--- src/hw/rtl/aiq_pkg.sv ---
// Shared types and constants of the absmax INT8 group quantizer.
package aiq_pkg;

  // Field widths
  localparam int unsigned SampleW  = 24;
  localparam int unsigned IdxW     = 15;
  localparam int unsigned QuantW   = 8;
  localparam int unsigned CountW   = 16;

  // Grouping: 128 elements per group, 32768 elements per vector
  localparam int unsigned GroupSize = 128;
  localparam int unsigned MaxLength = 32768;
  localparam int unsigned GrpBits   = $clog2(GroupSize);
  localparam int unsigned NumGroups = MaxLength / GroupSize;
  localparam int unsigned GaddrW    = $clog2(NumGroups);

  // Divider widths: numerator 254*|v| + absmax, divisor 2*absmax
  localparam int unsigned NumW   = 32;
  localparam int unsigned DivSteps = 8;
  localparam int unsigned StepW  = $clog2(DivSteps);

  localparam logic [QuantW-1:0] QMax     = 8'd127;
  localparam logic [CountW-1:0] CountMax = '1;

  // Action codes
  localparam logic ActMeasure  = 1'b0;
  localparam logic ActQuantize = 1'b1;

  // Input beat
  typedef struct packed {
    logic                      action;
    logic [IdxW-1:0]           element_index;
    logic signed [SampleW-1:0] sample;
  } in_beat_t;

  // Result beat
  typedef struct packed {
    logic signed [QuantW-1:0] quant_value;
    logic                     zero_flag;
    logic                     clip_flag;
    logic [SampleW-1:0]       scale_absmax;
    logic [CountW-1:0]        zeros_so_far;
    logic [CountW-1:0]        clips_so_far;
  } out_beat_t;

  // Controller to datapath commands
  typedef struct packed {
    logic             capture;
    logic             meas_upd;
    logic             q_prep;
    logic             div_step;
    logic [StepW-1:0] div_shift;
    logic             out_load;
  } aiq_cmd_t;

  // Datapath to controller status
  typedef struct packed {
    logic action;
    logic out_free;
  } aiq_sts_t;

endpackage

--- src/hw/rtl/aiq_ctrl.sv ---
// Sequencing state machine of the quantizer.
module aiq_ctrl import aiq_pkg::*; (
  input  logic     clk_i,
  input  logic     rst_ni,
  input  logic     in_valid_i,
  output logic     in_ready_o,
  input  aiq_sts_t sts_i,
  output aiq_cmd_t cmd_o
);

  typedef enum logic [5:0] {
    S_IDLE  = 6'b000001,
    S_READ  = 6'b000010,
    S_MUPD  = 6'b000100,
    S_QPREP = 6'b001000,
    S_QDIV  = 6'b010000,
    S_QOUT  = 6'b100000
  } state_e;

  state_e           state_q, state_d;
  logic [StepW-1:0] cnt_q, cnt_d;

  assign in_ready_o = (state_q == S_IDLE);

  // Next state and commands
  always_comb begin
    state_d = state_q;
    cnt_d   = cnt_q;
    cmd_o   = '0;
    cmd_o.div_shift = cnt_q;
    case (state_q)
      S_IDLE: begin
        if (in_valid_i) begin
          cmd_o.capture = 1'b1;
          state_d       = S_READ;
        end
      end
      S_READ: begin
        // group maximum is being read
        state_d = (sts_i.action == ActQuantize) ? S_QPREP : S_MUPD;
      end
      S_MUPD: begin
        cmd_o.meas_upd = 1'b1;
        state_d        = S_IDLE;
      end
      S_QPREP: begin
        cmd_o.q_prep = 1'b1;
        cnt_d        = StepW'(DivSteps - 1);
        state_d      = S_QDIV;
      end
      S_QDIV: begin
        cmd_o.div_step = 1'b1;
        cnt_d          = cnt_q - 1'b1;
        if (cnt_q == '0) begin
          state_d = S_QOUT;
        end
      end
      S_QOUT: begin
        // hold until the result register is free
        if (sts_i.out_free) begin
          cmd_o.out_load = 1'b1;
          state_d        = S_IDLE;
        end
      end
      default: begin
        state_d = S_IDLE;
      end
    endcase
  end

  always_ff @(posedge clk_i or negedge rst_ni) begin
    if (!rst_ni) begin
      state_q <= S_IDLE;
      cnt_q   <= '0;
    end else begin
      state_q <= state_d;
      cnt_q   <= cnt_d;
    end
  end

endmodule

--- config.mk ---
export PLATFORM = sky130hd
export DESIGN_NAME = aiq_ctrl
export DESIGN_NICKNAME = d
export VERILOG_FILES = /design/src/hw/rtl/aiq_pkg.sv /design/src/hw/rtl/aiq_ctrl.sv
export SDC_FILE = /design/constraint.sdc
export NUM_CORES = 1
export LEC_CHECK = 0
export BUFFER_PORTS_ARGS = -buffer_cell sky130_fd_sc_hd__buf_2
export CAP_MARGIN = 10
export CELL_PAD_IN_SITES_DETAIL_PLACEMENT = 1
export CELL_PAD_IN_SITES_GLOBAL_PLACEMENT = 2
export CORE_AREA = 2 2 50 52
export DETAILED_ROUTE_END_ITERATION = 12
export DIE_AREA = 0 0 52 54
export PLACE_DENSITY_LB_ADDON = 0.1
export SYNTH_ARGS = -nofsm -noshare
export SYNTH_HDL_FRONTEND = slang
export SYNTH_SLANG_ARGS = --single-unit
export TNS_END_PERCENT = 50
--- constraint.sdc ---
create_clock -name clk_i -period 1.8 [get_ports clk_i]
set_clock_uncertainty 0.2 [all_clocks]
set_input_delay 0.18 -clock clk_i [delete_from_list [all_inputs] [get_ports clk_i]]
set_output_delay 0.18 -clock clk_i [all_outputs]
set_load 0.1 [all_outputs]
==> impl_metrics.toml, run 1 <==
[grt]
grtUsageMet2_pct = 20.89
grt.overflow.total = 0
use_met3_pct = 4.722
antenna_found_initial = 0
grt.busiest_layer = "met2"
grt_max_degree = 11
grtUsageMet1_pct = 17.43
grt_usage_pct = 13.23
grt_pass1_wl_um = 2684
first_global_vias = 553

[die]
fp.dieW_um = 52
io_pins = 14
die-area_um2 = 2808
core-area_um2 = 2320
die_height_um = 54
initial_utilization_pct = 23.57
row_count = 18

[timing]
hold_ws_ns = 0.04780
maxSlewViolCount = 0
slew_headroom_pct = 67.90
period_minus_slack_ns = 1.851
setup_viol_count_final = 4
fin_ws_ns = -0.05113
grt_setup_unrepaired = "yes"
period_share_pct = 102.8
hold_viol = 0
fmax_mhz = 540.2
tightestPinTransition_ns = 0.4849

[critical_path]
cp_slowest_cell = "dfrtp_2"
crit_chain = "nor4_4 -> and4b_1 -> buf_12"
ff2ff_path_depth = 4
cp.required_ns = 1.42
reg2reg_from = "state_q[5]"
end_kind = "output port"
critPathMaxFanout = 4
cp-start-kind = "flip-flop"
r2r_end = "cnt_q[0]"
cpPeakStageDelay_ns = 0.46
critPathKind = "reg -> out"
worstPathArrival_ns = 1.47
ff2ff_setup_slack_ns = 0.09

[cells_and_area]
fill_cells = 267
fin_cells = 118
most-common-layout-cells = "13 x buf_4, 7 x buf_2, 6 x dfrtp_2, 6 x buf_12"
finish.net_count = 96
areaGrowthSynthToFinish_pct = 83.52
diodes = 0
drive_gt1_share_pct = 60.23
final_common_cell = "buf_4"
fin_util_pct = 43.26

[place]
dp_hpwl_um = 1062
gp_congestion = 0.6661
portBuffers = 13
post-place-cells = 102
place_ws_ns = 0.1212

[min_path]
min_delay_path_depth = 3
hold_start = "sts_i[0]"
hold_class = "in -> reg"
hold_end = "state_q[5]"

[detailed_routing]
drt_iter0_markers = 0
drt_pass1_iterations = 1
wirelength_um = 1561
remaining_drc_errors = 0
wl_per_cell_um = 13.23
viasPerCell = 4.483
antenna_left = 0
detailroute.via_count = 529

[yosys]
synth_area_leader_cell = "dfrtp_1"
ys_seq_area_share_pct = 41.42
synth_area_leaders = "dfrtp_1 37%, dfstp_2 4.8%, o22a_1 4.8%, ha_1 4.6%, nor2_1 4.1%"
synth.ff_latch_count = 9
synth_top_cell_area_share_pct = 36.61
yosysUniqueCellTypes = 25
syn-cell-area_um2 = 546.8
synth_adder_area_share_pct = 4.577
synthMuxAreaShare_pct = 0
synth_top_family_by_area = "simple AND/OR/NAND/NOR gates"
synth_compound_area_share_pct = 13.50
avgSynthCellArea_um2 = 9.764
synth_xor_area_share_pct = 0
synth_nets = 63
synth_cells = 56
yosys_warnings = 0
synth_simple_gate_area_share_pct = 35.93

[power_and_ir_drop]
p_leak_nw = 0.4615
p_total_mw = 1.225
pwr_density_cell_nw_per_um2 = 1221
ir_drop_mv = 0.8642

[clocking]
insertion_delay_ns = 0.26
cts.root.buffer_cell = "clkbuf_4"
cts_tree = "done"
cts.sinks = 9
cts_buffers = 3
clk_path_buf_depth = 2
htreeDepth = 1
clk_pin_slew_ns = 0.06

[job]
drv_cap = 0

[outcome]
violations = "setup timing"
outcome = "complete, but fails checks"
## area by class of cell
cell class / count / area, um^2 / area share (%)
timing repair buffer: 30 / 295.3 / 29.43
multi-input combinational: 41 / 387.9 / 38.65
clock buffer: 4 / 26.28 / 2.618
inverter: 4 / 15.01 / 1.496
tap: 30 / 37.54 / 3.741
sequential: 9 / 241.5 / 24.06
## state kept, by name, summed over array words and instances (netlist names)
| register | cells |
|---|---|
| state_q | 6 |
| cnt_q | 3 |
## what timing repair did
| action | 4_1_cts | 5_1_grt |
|---|---|---|
| endpoints found under the setup margin | 6 | 9 |
| setup buffers | 8 | 2 |
| hold buffers | 2 | 0 |
| hold endpoints to repair | 11 | 0 |
| pin swaps | 6 | 3 |
| resized for setup | 14 | 2 |
## how the worst max path moves through the flow
stage                           from         end  slack (ns)  depth (start not counted)
after floorplan           state_q[2]    cmd_o[0]       -0.24                          2
after global placement    state_q[1]    cmd_o[6]        0.11                          4
after detailed placement  state_q[2]    cmd_o[4]        0.12                          4
after CTS                 state_q[4]  in_ready_o       -0.06                          3
after global routing      state_q[3]    cmd_o[0]       -0.14                          3
final                     state_q[3]    cmd_o[0]       -0.05                          3
## through the flow
step                      setup TNS [ns]  cell area [um^2]
final                            -0.1234              1003
after global routing             -0.5246              1003
after CTS                        -0.1604             980.9
after detailed placement               0             814.5
after global placement                 0             814.5
after floorplan                  -0.7704             600.6
## worst max-delay path, delay by kind of cell, from the launching register on
kind,cells,cell delay [ns]
buffers and inverters,1,0.19
DFF,1,0.46
and+or+nand+nor,2,0.57
## kinds of logic (layout without fill, tap and decap cells)
kind of cell / after synthesis / after routing
AND/OR/NAND/NOR: 29 / 29
AO/OA/AOI/OAI: 10 / 10
flip-flops: 9 / 9
buffers and inverters: 6 / 38
adder cells (fa/ha/maj): 2 / 2
## metal layers
metal	wire length, um	vias up	part of all wire [%]
met5	0	-	0
met4	0	0	0
met3	81	0	5.2
met2	744	10	48
met1	734	248	47
li1	-	271	-
## Yosys cell counts, drive strengths merged
master / number
nand4: 1
o21ai: 2
buf: 2
and3b: 2
nand4bb: 1
nand2: 3
ha: 2
o22a: 3
nor4: 3
a21oi: 1
a31oi: 2
inv: 4
nor2: 6
o311ai: 1
and3: 3
nor3: 1
and4b: 1
nor3b: 3
a21boi: 1
dfrtp: 8
dfstp: 1
and2: 3
nor2b: 2
## power by group
part	total, mW	internal [mW]	switching (mW)
clock network	0.158	0.0856	0.0726
logic	0.758	0.334	0.423
registers	0.309	0.246	0.0634
total	1.22	0.665	0.559
Note: power is estimated with default switching activity, not from simulation.
==> run 2, diff against run 1 <==
--- a/config.mk
+++ b/config.mk
@@ -12,6 +12,7 @@
 export CORE_AREA = 2 2 50 52
 export DETAILED_ROUTE_END_ITERATION = 12
 export DIE_AREA = 0 0 52 54
+export MAX_ROUTING_LAYER = met4
 export PLACE_DENSITY_LB_ADDON = 0.1
 export SYNTH_ARGS = -nofsm -noshare
 export SYNTH_HDL_FRONTEND = slang
==> run 2 against run 1 <==
Compared with the run above:
- the run still ends with setup timing left
- total power is essentially flat
- sequential power barely moved
- fmax barely moved
- critical endpoint unchanged
==> impl_metrics.toml, run 2 (synthesis results as in run 1) <==
[outcome]
outcome = "complete, but fails checks"
violations = "setup timing"

[cells_and_area]
final_common_cell = "buf_4"
fill_cells = 267
drive_gt1_share_pct = 60.23
areaGrowthSynthToFinish_pct = 83.52
fin_area_um2 = 1003
largest_reg_flops = 6
top_register = "state_q"
diodes = 0
most-common-layout-cells = "13 x buf_4, 7 x buf_2, 6 x dfrtp_2, 6 x buf_12"
finish.net_count = 96
largest_registers = "state_q (6), cnt_q (3)"

[detailed_routing]
detailroute.via_count = 533
remaining_drc_errors = 0
antenna_left = 0
drt_iter0_markers = 0
wirelength_um = 1564
viasPerCell = 4.517
drt_pass1_iterations = 1
wl_per_cell_um = 13.25

[job]
drv_cap = 0

[power_and_ir_drop]
pwr_density_cell_nw_per_um2 = 1220
ir_drop_mv = 0.8640
p_total_mw = 1.224
p_leak_nw = 0.4615

[grt]
first_global_vias = 553
grt_usage_pct = 13.61
grt.overflow.total = 0
grt_max_degree = 11
antenna_found_initial = 0
grt_pass1_wl_um = 2677

[critical_path]
cp_slowest_cell = "dfrtp_2"
cp.required_ns = 1.42
critPathMaxFanout = 4
cp-start-kind = "flip-flop"
cpPeakStageDelay_ns = 0.46
crit_chain = "nor4_4 -> and4b_1 -> buf_12"
critPathKind = "reg -> out"
end_kind = "output port"
worstPathArrival_ns = 1.47

[place]
gp_congestion = 0.6725
portBuffers = 13
placed_area_um2 = 814.5
place_ws_ns = 0.1212
dp_hpwl_um = 1062

[timing]
fin_ws_ns = -0.05133
maxSlewViolCount = 0
period_minus_slack_ns = 1.851
fmax_mhz = 540.2
slew_headroom_pct = 67.90
setup_viol_count_final = 4
grt_setup_unrepaired = "yes"
period_share_pct = 102.9
hold_viol = 0
tightestPinTransition_ns = 0.4849
fin_setup_tns_ns = -0.1213

[min_path]
hold_class = "in -> reg"

[clocking]
cts.sinks = 9
cts_buffers = 3
cts_tree = "done"
insertion_delay_ns = 0.26
clk_pin_slew_ns = 0.06
cts.root.buffer_cell = "clkbuf_4"
clk_path_buf_depth = 2
htreeDepth = 1

[die]
initial_utilization_pct = 23.57
io_pins = 14
die_height_um = 54
die-area_um2 = 2808
row_count = 18
core-area_um2 = 2320
fp.dieW_um = 52
==> run 2: worst paths after layout <==
check                            from         end  slack (ns)  cells past startpoint
setup / recovery           state_q[3]    cmd_o[0]       -0.05                      3
hold / removal               sts_i[0]  state_q[5]        0.05                      3
setup reg to reg           state_q[5]    cnt_q[0]        0.09                      4
hold reg to reg              cnt_q[2]    cnt_q[2]        0.32                      1
max in group asynchronous      rst_ni  state_q[0]        1.06                      2
min in group asynchronous      rst_ni    cnt_q[0]        0.09                      2
==> run 2: timing repair <==
action                                  CTS  global route
setup buffers                             8             2
endpoints found under the setup margin    6             9
pin swaps                                 6             3
hold buffers                              2             0
resized for setup                        14             2
hold endpoints to repair                 11             0
==> run 2: cell type report <==
class | count | area [um^2] | area share [%]
Clock buffer | 4 | 26.28 | 2.618
Inverter | 4 | 15.01 | 1.496
Multi-Input combinational cell | 41 | 387.9 | 38.65
Sequential cell | 9 | 241.5 | 24.06
Tap cell | 30 | 37.54 | 3.741
Timing Repair Buffer | 30 | 295.3 | 29.43
==> run 2: critical path, delay by kind of cell, from the launching register on <==
kind | cells | cell delay, ns
flops | 1 | 0.46
buf+inv | 1 | 0.19
simple gates | 2 | 0.57
==> run 2: stage by stage <==
| step | cells | hold WS, ns | util [%] |
|---|---|---|---|
| floorplan | 56 | -0.3156 | - |
| global placement | 102 | -0.1482 | 35.11 |
| detailed placement | 102 | -0.1557 | 35.11 |
| CTS | 116 | 0.03517 | 42.29 |
| global route | 118 | 0.06639 | 43.26 |
| finish | 118 | 0.04822 | 43.26 |
==> run 2: layer usage <==
layer,share of wire [%],GRT usage (%),vias to the layer above
li1,-,-,270
met1,48,17.60,251
met2,47,20.89,10
met3,4.7,4.444,2
met4,0.32,2.632,0
met5,0,-,-
==> run 2: power by group <==
part / switching (mW) / internal [mW]
clock network: 0.0727 / 0.0856
registers: 0.0633 / 0.246
logic: 0.423 / 0.334
total: 0.559 / 0.665
